File: src/design/lpd_pkg.sv
// Package for the length-prefixed deframer: widths, reset values, codes,
// parser states and the result record of the parser and result buffer.
// No dependencies.
`timescale 1ns / 1ps

package lpd_pkg;

    localparam int LENGTH_BITS_DEF = 24;
    localparam int PKT_LEN_W       = 24;
    localparam int BYTE_W          = 8;
    localparam int HB_W            = 32;
    localparam int MAX_LEN_W       = 24;
    localparam int CFG_DATA_W      = 32;
    localparam int CFG_INDEX_W     = 1;
    localparam int HDR_BYTES       = 4;
    localparam int MSGNO_BYTES     = 4;

    localparam logic [HB_W-1:0]      HB_RESET      = 32'd100108;
    localparam logic [MAX_LEN_W-1:0] MAX_LEN_RESET = 24'hFF_FFFF;

    // m_tdata layout, lowest bit up
    localparam int TD_BYTE_LSB   = 0;
    localparam int TD_LEN_LSB    = TD_BYTE_LSB + BYTE_W;
    localparam int TD_MARKER_LSB = TD_LEN_LSB + PKT_LEN_W;
    localparam int TD_HB_BIT     = TD_MARKER_LSB + BYTE_W;
    localparam int TD_USED_W     = TD_HB_BIT + 1;
    localparam int TDATA_W       = ((TD_USED_W + 7) / 8) * 8;
    localparam int TUSER_W       = 2;

    typedef enum logic [CFG_INDEX_W-1:0] {
        CFG_HEARTBEAT = 1'b0,
        CFG_MAX_LEN   = 1'b1
    } cfg_index_t;

    typedef enum logic [TUSER_W-1:0] {
        STATUS_OK       = 2'd0,
        STATUS_ZERO_LEN = 2'd1,
        STATUS_TOO_LONG = 2'd2
    } status_t;

    typedef enum logic {
        ST_HEADER  = 1'b0,
        ST_PAYLOAD = 1'b1
    } parse_state_t;

    typedef struct packed {
        logic [HB_W-1:0]      heartbeat;
        logic [MAX_LEN_W-1:0] max_len;
    } cfg_t;

    typedef struct packed {
        logic [BYTE_W-1:0]    payload_byte;
        logic                 last_byte;
        logic [PKT_LEN_W-1:0] packet_length;
        logic [BYTE_W-1:0]    zip_marker;
        logic                 is_heartbeat;
        status_t              status;
    } res_t;

endpackage

File: src/design/lpd_cfg.sv
// Configuration registers of the length-prefixed deframer.
// Depends on lpd_pkg.
`timescale 1ns / 1ps

module lpd_cfg import lpd_pkg::*; (
    input  logic                   aclk,
    input  logic                   aresetn,
    input  logic                   cfg_wr_en,
    input  logic [CFG_INDEX_W-1:0] cfg_index,
    input  logic [CFG_DATA_W-1:0]  cfg_wdata,
    output cfg_t                   cfg
);

    logic [HB_W-1:0]      heartbeat_reg;
    logic [MAX_LEN_W-1:0] max_len_reg;

    always_ff @(posedge aclk) begin
        if (!aresetn) begin
            heartbeat_reg <= HB_RESET;
            max_len_reg   <= MAX_LEN_RESET;
        end else if (cfg_wr_en) begin
            unique case (cfg_index_t'(cfg_index))
                CFG_HEARTBEAT: heartbeat_reg <= cfg_wdata[HB_W-1:0];
                CFG_MAX_LEN:   max_len_reg   <= cfg_wdata[MAX_LEN_W-1:0];
                default: begin
                end
            endcase
        end
    end

    assign cfg.heartbeat = heartbeat_reg;
    assign cfg.max_len   = max_len_reg;

endmodule

File: src/design/lpd_parser.sv
// Header and payload parser: per-word state update and result formation.
// Depends on lpd_pkg.
`timescale 1ns / 1ps

module lpd_parser import lpd_pkg::*; #(
    parameter int LENGTH_BITS = LENGTH_BITS_DEF
) (
    input  logic              aclk,
    input  logic              aresetn,
    input  logic              in_take,
    input  logic [BYTE_W-1:0] in_byte,
    input  cfg_t              cfg,
    output logic              res_valid,
    output res_t              res
);

    localparam int MSG_CNT_W = $clog2(MSGNO_BYTES + 1);
    localparam int HDR_CNT_W = $clog2(HDR_BYTES);

    parse_state_t           state_reg, state_next;
    logic [HDR_CNT_W-1:0]   hdr_cnt_reg, hdr_cnt_next;
    logic [23:0]            hdr_shift_reg, hdr_shift_next;
    logic [LENGTH_BITS-1:0] len_reg, len_next;
    logic [BYTE_W-1:0]      marker_reg, marker_next;
    logic [LENGTH_BITS-1:0] remain_reg, remain_next;
    logic [MSG_CNT_W-1:0]   msg_cnt_reg, msg_cnt_next;
    logic [HB_W-1:0]        msg_shift_reg, msg_shift_next;

    logic [31:0]            hdr_word;
    logic [LENGTH_BITS-1:0] hdr_len;
    logic [BYTE_W-1:0]      hdr_marker;
    logic                   hdr_complete;
    logic                   len_zero;
    logic                   len_over;
    logic                   msg_take;
    logic [MSG_CNT_W-1:0]   msg_cnt_upd;
    logic [HB_W-1:0]        msg_shift_upd;
    logic                   last;
    logic                   hb_hit;

    always_comb begin
        hdr_word      = {hdr_shift_reg, in_byte};
        hdr_len       = hdr_word[LENGTH_BITS-1:0];
        hdr_marker    = hdr_word[31:24];
        hdr_complete  = (hdr_cnt_reg == HDR_CNT_W'(HDR_BYTES - 1));
        len_zero      = (hdr_len == '0);
        len_over      = (PKT_LEN_W'(hdr_len) > cfg.max_len);
        msg_take      = (msg_cnt_reg != MSG_CNT_W'(MSGNO_BYTES));
        msg_cnt_upd   = msg_take ? msg_cnt_reg + MSG_CNT_W'(1) : msg_cnt_reg;
        msg_shift_upd = msg_take ? {msg_shift_reg[HB_W-BYTE_W-1:0], in_byte} : msg_shift_reg;
        last          = (remain_reg == LENGTH_BITS'(1));
        hb_hit        = last && (msg_cnt_upd == MSG_CNT_W'(MSGNO_BYTES))
                        && (msg_shift_upd == cfg.heartbeat);
    end

    always_comb begin
        state_next = state_reg;
        unique case (state_reg)
            ST_HEADER: begin
                if (in_take && hdr_complete && !len_zero && !len_over) state_next = ST_PAYLOAD;
            end
            ST_PAYLOAD: begin
                if (in_take && last) state_next = ST_HEADER;
            end
            default: state_next = ST_HEADER;
        endcase
    end

    always_comb begin
        res_valid         = 1'b0;
        res.payload_byte  = '0;
        res.last_byte     = 1'b0;
        res.packet_length = '0;
        res.zip_marker    = hdr_marker;
        res.is_heartbeat  = 1'b0;
        res.status        = STATUS_OK;
        unique case (state_reg)
            ST_HEADER: begin
                if (hdr_complete && len_zero) begin
                    res_valid  = in_take;
                    res.status = STATUS_ZERO_LEN;
                end else if (hdr_complete && len_over) begin
                    res_valid         = in_take;
                    res.packet_length = PKT_LEN_W'(hdr_len);
                    res.status        = STATUS_TOO_LONG;
                end
            end
            ST_PAYLOAD: begin
                res_valid         = in_take;
                res.payload_byte  = in_byte;
                res.last_byte     = last;
                res.packet_length = PKT_LEN_W'(len_reg);
                res.zip_marker    = marker_reg;
                res.is_heartbeat  = hb_hit;
            end
            default: begin
            end
        endcase
    end

    always_comb begin
        hdr_cnt_next   = hdr_cnt_reg;
        hdr_shift_next = hdr_shift_reg;
        len_next       = len_reg;
        marker_next    = marker_reg;
        remain_next    = remain_reg;
        msg_cnt_next   = msg_cnt_reg;
        msg_shift_next = msg_shift_reg;
        if (in_take) begin
            if (state_reg == ST_HEADER) begin
                hdr_shift_next = hdr_word[23:0];
                hdr_cnt_next   = hdr_complete ? '0 : hdr_cnt_reg + HDR_CNT_W'(1);
                if (hdr_complete) begin
                    len_next       = hdr_len;
                    marker_next    = hdr_marker;
                    remain_next    = hdr_len;
                    msg_cnt_next   = '0;
                    msg_shift_next = '0;
                end
            end else begin
                remain_next    = remain_reg - LENGTH_BITS'(1);
                msg_cnt_next   = msg_cnt_upd;
                msg_shift_next = msg_shift_upd;
            end
        end
    end

    always_ff @(posedge aclk) begin
        if (!aresetn) begin
            state_reg   <= ST_HEADER;
            hdr_cnt_reg <= '0;
            msg_cnt_reg <= '0;
        end else begin
            state_reg   <= state_next;
            hdr_cnt_reg <= hdr_cnt_next;
            msg_cnt_reg <= msg_cnt_next;
        end
    end

    always_ff @(posedge aclk) begin
        hdr_shift_reg <= hdr_shift_next;
        len_reg       <= len_next;
        marker_reg    <= marker_next;
        remain_reg    <= remain_next;
        msg_shift_reg <= msg_shift_next;
    end

endmodule

File: src/design/lpd_out_buf.sv
// Result register with a skid stage, so the input side keeps flowing while
// a result waits. Depends on lpd_pkg.
`timescale 1ns / 1ps

module lpd_out_buf import lpd_pkg::*; (
    input  logic aclk,
    input  logic aresetn,
    input  logic push,
    input  res_t push_res,
    output logic in_ready,
    output logic out_valid,
    input  logic out_ready,
    output res_t out_res
);

    logic out_valid_reg, out_valid_next;
    logic skid_valid_reg, skid_valid_next;
    res_t out_res_reg, out_res_next;
    res_t skid_res_reg, skid_res_next;
    logic pop;

    always_comb begin
        pop             = out_valid_reg && out_ready;
        out_valid_next  = out_valid_reg;
        skid_valid_next = skid_valid_reg;
        out_res_next    = out_res_reg;
        skid_res_next   = skid_res_reg;
        if (skid_valid_reg) begin
            if (pop) begin
                out_res_next    = skid_res_reg;
                skid_valid_next = 1'b0;
            end
        end else if (push) begin
            if (!out_valid_reg || pop) begin
                out_res_next   = push_res;
                out_valid_next = 1'b1;
            end else begin
                skid_res_next   = push_res;
                skid_valid_next = 1'b1;
            end
        end else if (pop) begin
            out_valid_next = 1'b0;
        end
    end

    always_ff @(posedge aclk) begin
        if (!aresetn) begin
            out_valid_reg  <= 1'b0;
            skid_valid_reg <= 1'b0;
        end else begin
            out_valid_reg  <= out_valid_next;
            skid_valid_reg <= skid_valid_next;
        end
    end

    always_ff @(posedge aclk) begin
        out_res_reg  <= out_res_next;
        skid_res_reg <= skid_res_next;
    end

    assign in_ready  = !skid_valid_reg;
    assign out_valid = out_valid_reg;
    assign out_res   = out_res_reg;

endmodule

File: src/design/length_prefixed_deframer_core.sv
// Top level of the length-prefixed deframer: configuration registers,
// parser and result buffer. Depends on lpd_pkg, lpd_cfg, lpd_parser, lpd_out_buf.
//
//  channel  | direction | content
//  ---------+-----------+-----------------------------------------------------
//  s_       | in        | one received byte per word
//  m_       | out       | payload byte or error word, tagged with length/marker
//  cfg_     | in        | register write: 0 heartbeat number, 1 max length
//
// One word per cycle in while s_tready is high; each result is registered.
// Header words give no result except the fourth, and only on a length error.
// A two-deep result buffer keeps s_tready high while its skid register is empty.
// aresetn is synchronous; after reset the parser hunts for a header.
`timescale 1ns / 1ps

module length_prefixed_deframer_core import lpd_pkg::*; #(
    parameter int LENGTH_BITS = LENGTH_BITS_DEF
) (
    input  logic                   aclk,
    input  logic                   aresetn,
    input  logic                   s_tvalid,
    output logic                   s_tready,
    input  logic [BYTE_W-1:0]      s_tdata,   // rx_byte
    output logic                   m_tvalid,
    input  logic                   m_tready,
    // payload_byte, packet_length, zip_marker, is_heartbeat, zero fill
    output logic [TDATA_W-1:0]     m_tdata,
    output logic                   m_tlast,
    output logic [TUSER_W-1:0]     m_tuser,   // status
    input  logic                   cfg_wr_en,
    input  logic [CFG_INDEX_W-1:0] cfg_index,
    input  logic [CFG_DATA_W-1:0]  cfg_wdata
);

    cfg_t cfg;
    logic in_take;
    logic res_valid;
    res_t res;
    res_t out_res;

    assign in_take = s_tvalid && s_tready;

    lpd_cfg u_cfg (
        .aclk      (aclk),
        .aresetn   (aresetn),
        .cfg_wr_en (cfg_wr_en),
        .cfg_index (cfg_index),
        .cfg_wdata (cfg_wdata),
        .cfg       (cfg)
    );

    lpd_parser #(
        .LENGTH_BITS (LENGTH_BITS)
    ) u_parser (
        .aclk      (aclk),
        .aresetn   (aresetn),
        .in_take   (in_take),
        .in_byte   (s_tdata),
        .cfg       (cfg),
        .res_valid (res_valid),
        .res       (res)
    );

    lpd_out_buf u_out_buf (
        .aclk      (aclk),
        .aresetn   (aresetn),
        .push      (res_valid),
        .push_res  (res),
        .in_ready  (s_tready),
        .out_valid (m_tvalid),
        .out_ready (m_tready),
        .out_res   (out_res)
    );

    assign m_tdata = TDATA_W'({out_res.is_heartbeat, out_res.zip_marker,
                               out_res.packet_length, out_res.payload_byte});
    assign m_tlast = out_res.last_byte;
    assign m_tuser = out_res.status;

endmodule

File: config.mk
export PLATFORM = sky130hd
export DESIGN_NAME = length_prefixed_deframer_core
export DESIGN_NICKNAME = d
export VERILOG_FILES = /design/src/design/lpd_pkg.sv /design/src/design/lpd_cfg.sv /design/src/design/lpd_parser.sv /design/src/design/lpd_out_buf.sv /design/src/design/length_prefixed_deframer_core.sv
export SDC_FILE = /design/constraint.sdc
export NUM_CORES = 1
export LEC_CHECK = 0
export BUFFER_PORTS_ARGS = -buffer_cell sky130_fd_sc_hd__buf_2
export CAP_MARGIN = 20
export CORE_MARGIN = 10
export CORE_UTILIZATION = 50
export CTS_BUF_LIST = sky130_fd_sc_hd__clkbuf_16
export CTS_CLUSTER_DIAMETER = 50
export DETAILED_ROUTE_END_ITERATION = 7
export GPL_ROUTABILITY_DRIVEN = 0
export PLACE_DENSITY = 0.83
export SLEW_MARGIN = 20
export SYNTH_ARGS = -nofsm -noshare
export SYNTH_HDL_FRONTEND = slang
export SYNTH_SLANG_ARGS = --single-unit
File: constraint.sdc
create_clock -name aclk -period 6.5 [get_ports aclk]
set_input_delay 1.3 -clock aclk [delete_from_list [all_inputs] [get_ports aclk]]
set_output_delay 1.3 -clock aclk [all_outputs]
set_load 0.1 [all_outputs]
### After elaboration in Yosys (flattened, before gate mapping)

Index checks and enable logic that the tools add are counted.
W data, S select, Z words.

* output and inout bits: 53
* bits of input ports: 46
* register bits: 264
* logic and storage cells: 101

* equality and inequality tests: 7
* magnitude comparators: 1
* bitwise gates (word level): 4
* muxes and demuxes: 34
* add/subtract/negate cells: 3
* reductions and logical operators: 28

Operators with widths (number)
* $mux W44: 4
* $mux W24: 4
* $mux W32: 3
* $pmux W24 S2: 1
* $eq A32 B32 Y1: 1
* $eq A24 B1 Y1 const B: 1
* $gt A24 B24 Y1: 1
* $logic_not A24 Y1: 1
* $sub A24 B1 Y24 const B: 1
* $mux W9: 2
* $reduce_and A3 Y1: 4
* $mux W1: 11
* $logic_and A1 B1 Y1: 10
* $mux W3: 3
* $mux W2: 4
* $reduce_and A2 Y1: 4
* $reduce_bool A2 Y1: 4
* $logic_not A1 Y1: 4
* $not A1 Y1: 4
* $pmux W1 S2: 2
* $add A3 B1 Y3 const B: 1
* $eq A3 B3 Y1 const B: 1
* $ne A3 B3 Y1 const B: 1
* $add A2 B1 Y2 const B: 1
* 4 further kinds: 4

### Longest topological paths before layout

* depth in word-level cells: 9
* mapped depth: 10
* mapped depth without buffers: 9

### Cells and area by module

A second synthesis with hierarchy kept.

* cells, all modules: 1019
* area total of the unflattened synthesis: 12489.5 um^2

Modules (own cells, without submodules)
* lpd_parser: cells an instance 611, times used 1, sequential area each 3483.3 um^2, area an instance 6725.2 um^2
* lpd_out_buf: cells an instance 151, times used 1, sequential area each 2682.6 um^2, area an instance 3281.9 um^2
* lpd_cfg: cells an instance 248, times used 1, sequential area each 1121.1 um^2, area an instance 2419.8 um^2
* length_prefixed_deframer_core: cells an instance 9, times used 1, sequential area each 0.0 um^2, area an instance 62.6 um^2

### Worst setup path before layout

Ideal clock, no wire load.

* path kind: input -> register
* from: in s_tvalid
* to: reg u_out_buf.out_res_reg (netlist bit u_out_buf.out_res[0]), enable pin
* cell stages on the path: 4
* path slack: -181 ps
* arrival: 6174 ps
* cells stage by stage: nand2_1 nor2_1 nand2_1 o21ai_0

* cells in the longest elaborated chain, start to end: 6

Ends and longest elaborated chain
* from (decl): line length_prefixed_deframer_core.sv:21 `input logic s_tvalid,`
* $logic_and A1 B1 Y1 *: line length_prefixed_deframer_core.sv:41 `assign in_take = s_tvalid && s_tready;`
* $mux W1: line lpd_parser.sv:82 `end else if (hdr_complete && len_over) begin`
* $mux W1: line lpd_parser.sv:79 `if (hdr_complete && len_zero) begin`
* $pmux W1 S2 *: line lpd_parser.sv:77 `unique case (state_reg)`
* $reduce_bool A2 Y1 (no line) *
* $reduce_and A3 Y1 (no line) *
* to (signal assigned): line lpd_out_buf.sv:57 `out_res_reg <= out_res_next;`
* to (decl): line lpd_out_buf.sv:18 `res_t out_res_reg, out_res_next;`

Mark *: on every way between the ends. The rest lies on a longest branch, timed or not.
A chain may end at the register's enable or synchronous reset.

==> impl_metrics.ini <==
[status]
status = completed

[sta]
post-route-period-util_pct = 56.3
finalWorstSetupSlack_ps = 2840
setup_tns_ps = 0
setup_viol = 0
worst_pin_slew_ps = 875
final-max-slew-violation-count = 0
holdWs_ps = 449
layout_min_cycle_time_ps = 3660
slew_headroom_pct = 41.3
hold_viol = 0
fmax_ghz = 0.273
rsz0062_at_grt = false
fin_worst_skew_ps = 30.1

[yosys]
synth-seq-cells = 264
synth_edf_count = 200
syn_area_mm2 = 0.0123
yosysSeqAreaShare_pct = 59.5
synth-main-ff-cell = edfxtp_1
synthCells = 1088
synth.distinct_cells = 57
ys_async_sr_fraction_pct = 0
synth.avg_cell_area_um2 = 11.3
synth_warnings = 0

[grt]
grt_pass1_wl_um = 48500
grt-ovfl-total = 0
grt_pass1_vias = 8630
grt_max_degree = 72
grt_antenna_before_repair = 1
gr-usage-all-layers_pct = 19.3

[floorplan]
ioPinCount = 99
fp.dieArea_mm2 = 0.0312
start_util_pct = 50.5
core_region_area_mm2 = 0.0242
fp-row-count = 57
die_h_um = 177
die_width_um = 177

[clock_network]
post_cts_resized = 0
cts_tree = built
htree_num_levels = 1
ctsHoldBuffers = 0
cts_buffers = 29
clock_sinks = 264
clk_latency_ps = 560
clk_pin_slew_worst_paths_ps = 70
root_buffer = clkbuf_16
cts.path.max_buffers = 3
post_cts_buffers = 0

[pwr]
power_frac_comb_pct = 5.7
power_mw = 3.64
ir_drop_mv = 0.197
swShare_pct = 23.7
power_leakage_nw = 5.14
power_density_mw_per_mm2 = 261
p_int_mw = 2.78
p_sw_uw = 863
clkPwrFrac_pct = 42.5
seq_power_share_pct = 51.7

[route]
dr.pass1.iters = 6
drc = 0
drtIter0Drc = 1047
vias = 8988
routedWlPerCell_um = 20.5
antenna_left = 0
vias_per_cell = 5.94
routed_wl_um = 31100

[cells_and_area]
stdcell_area_mm2 = 0.0139
final_nets = 1240
final_common_cell = edfxtp_1
fillerInstances = 1994
utilization_pct = 57.4
area_growth_pct = 13.7
layout.cells.non_filler = 1513
final_cell_mix = 200 x edfxtp_1, 181 x nand2_1, 90 x buf_2
drive_gt1_share_pct = 16.3

[placement]
place_area_mm2 = 0.0130
detailedPlace.worstSlack_ps = 2360
dpl.cell_count = 1458
io_buffers = 91
dp_hpwl_um = 20700

[setup_path]
worstPathRequired_ps = 6820
cp_max_fo = 24
cp-end-kind = register
worstPathCellList = buf_2, ha_1, nor2b_1, o211ai_1, a21oi_1, o31a_1, o21ai_1, inv_2, a22o_1
slowest_delay_ps = 690
crit_arrival_ps = 3980
critical_path_class = in2reg
cp_slowest_cell = o21ai_1
crit_path_start_kind = primary input

[run]
cap_viol_max_count = 0

[worst_hold_path]
hold_class = reg2reg
-- cell usage after synthesis (all sizes together) (2+ instances only) --
cell,instances,area [µm²]
a2111oi,4,35.0
a21boi,50,375
a21oi,44,220
a221oi,5,43.8
a222oi,2,20.0
a22o,23,201
a22oi,28,210
a31oi,4,25.0
and2,12,75.1
and3,2,12.5
buf,18,95.1
clkbuf,47,176
dfxtp,64,1280
edfxtp,200,6010
ha,29,363
inv,54,203
mux2,25,282
mux2i,10,100
nand2,181,679
nand2b,7,43.8
nand3,13,65.1
nand3b,3,22.5
nand4,13,81.3
nor2,41,154
nor2b,21,131
nor3,15,90.1
nor4,13,87.6
o2111ai,2,17.5
o211ai,27,203
o21ai,45,225
o221ai,3,26.3
o22ai,6,37.5
o31ai,2,15.0
or2,2,12.5
or3,10,82.6
or4,3,26.3
xnor2,31,272
xor2,18,158
-- critical path, delay by kind of cell --
| kind | cells | cell delay (ps) |
|---|---|---|
| AO/OA/AOI/OAI | 5 | 1520 |
| adder cells (fa/ha/maj) | 1 | 300 |
| buffers and inverters | 2 | 710 |
| AND/OR/NAND/NOR | 1 | 130 |
-- final timing paths --
path	cells past startpoint	end	startpoint	slack, ps
max	9	u_out_buf.skid_res_reg[28]$_DFFE_PP_	s_tdata[1]	2840
min	0	u_parser.marker_reg[3]$_DFFE_PP_	u_parser.hdr_shift_reg[19]$_DFFE_PP_	450
max reg2reg	8	u_out_buf.skid_res_reg[41]$_DFFE_PP_	u_parser.hdr_shift_reg[6]$_DFFE_PP_	3040
min reg2reg	0	u_parser.marker_reg[3]$_DFFE_PP_	u_parser.hdr_shift_reg[19]$_DFFE_PP_	450
-- kinds of logic after synthesis --
kind of cell    synth area share, %
buf+inv                        3.90
simple gates                   13.1
flops                          59.5
mux                            3.12
compound gates                 14.0
xor+xnor                       3.50
other cells                  0.0306
fa+ha+maj                      2.96
-- metal layers --
metal  global-route usage (%)  vias up  part of all wire [%]
met5                        0        -                     0
li1                         -     4101                     -
met3                     4.10       89                    10
met1                     25.6     4316                    40
met4                     7.08        0                   3.6
met2                     30.8      482                    46
-- power groups by stage --
| stage | clock (mW) | combinational [mW] | sequential [mW] |
|---|---|---|---|
| after floorplan | 0 | 0.137 | 1.91 |
| after global placement | 0 | 0.196 | 1.92 |
| after detailed placement | 0 | 0.204 | 1.92 |
| after CTS | 1.56 | 0.206 | 1.88 |
| after global routing | 1.63 | 0.231 | 1.89 |
| final | 1.55 | 0.209 | 1.88 |
-- cell type report --
class	instances	area (µm²)	area share, %
Timing Repair Buffer	105	563	4.04
Clock buffer	29	726	5.21
Inverter	55	206	1.48
Tap cell	324	405	2.91
Sequential cell	264	7290	52.4
Multi-Input combinational cell	710	4540	32.6
Antenna cell	1	2.50	0.0180
Clock inverter	25	186	1.34
Power figures use the tool's default switching activity.
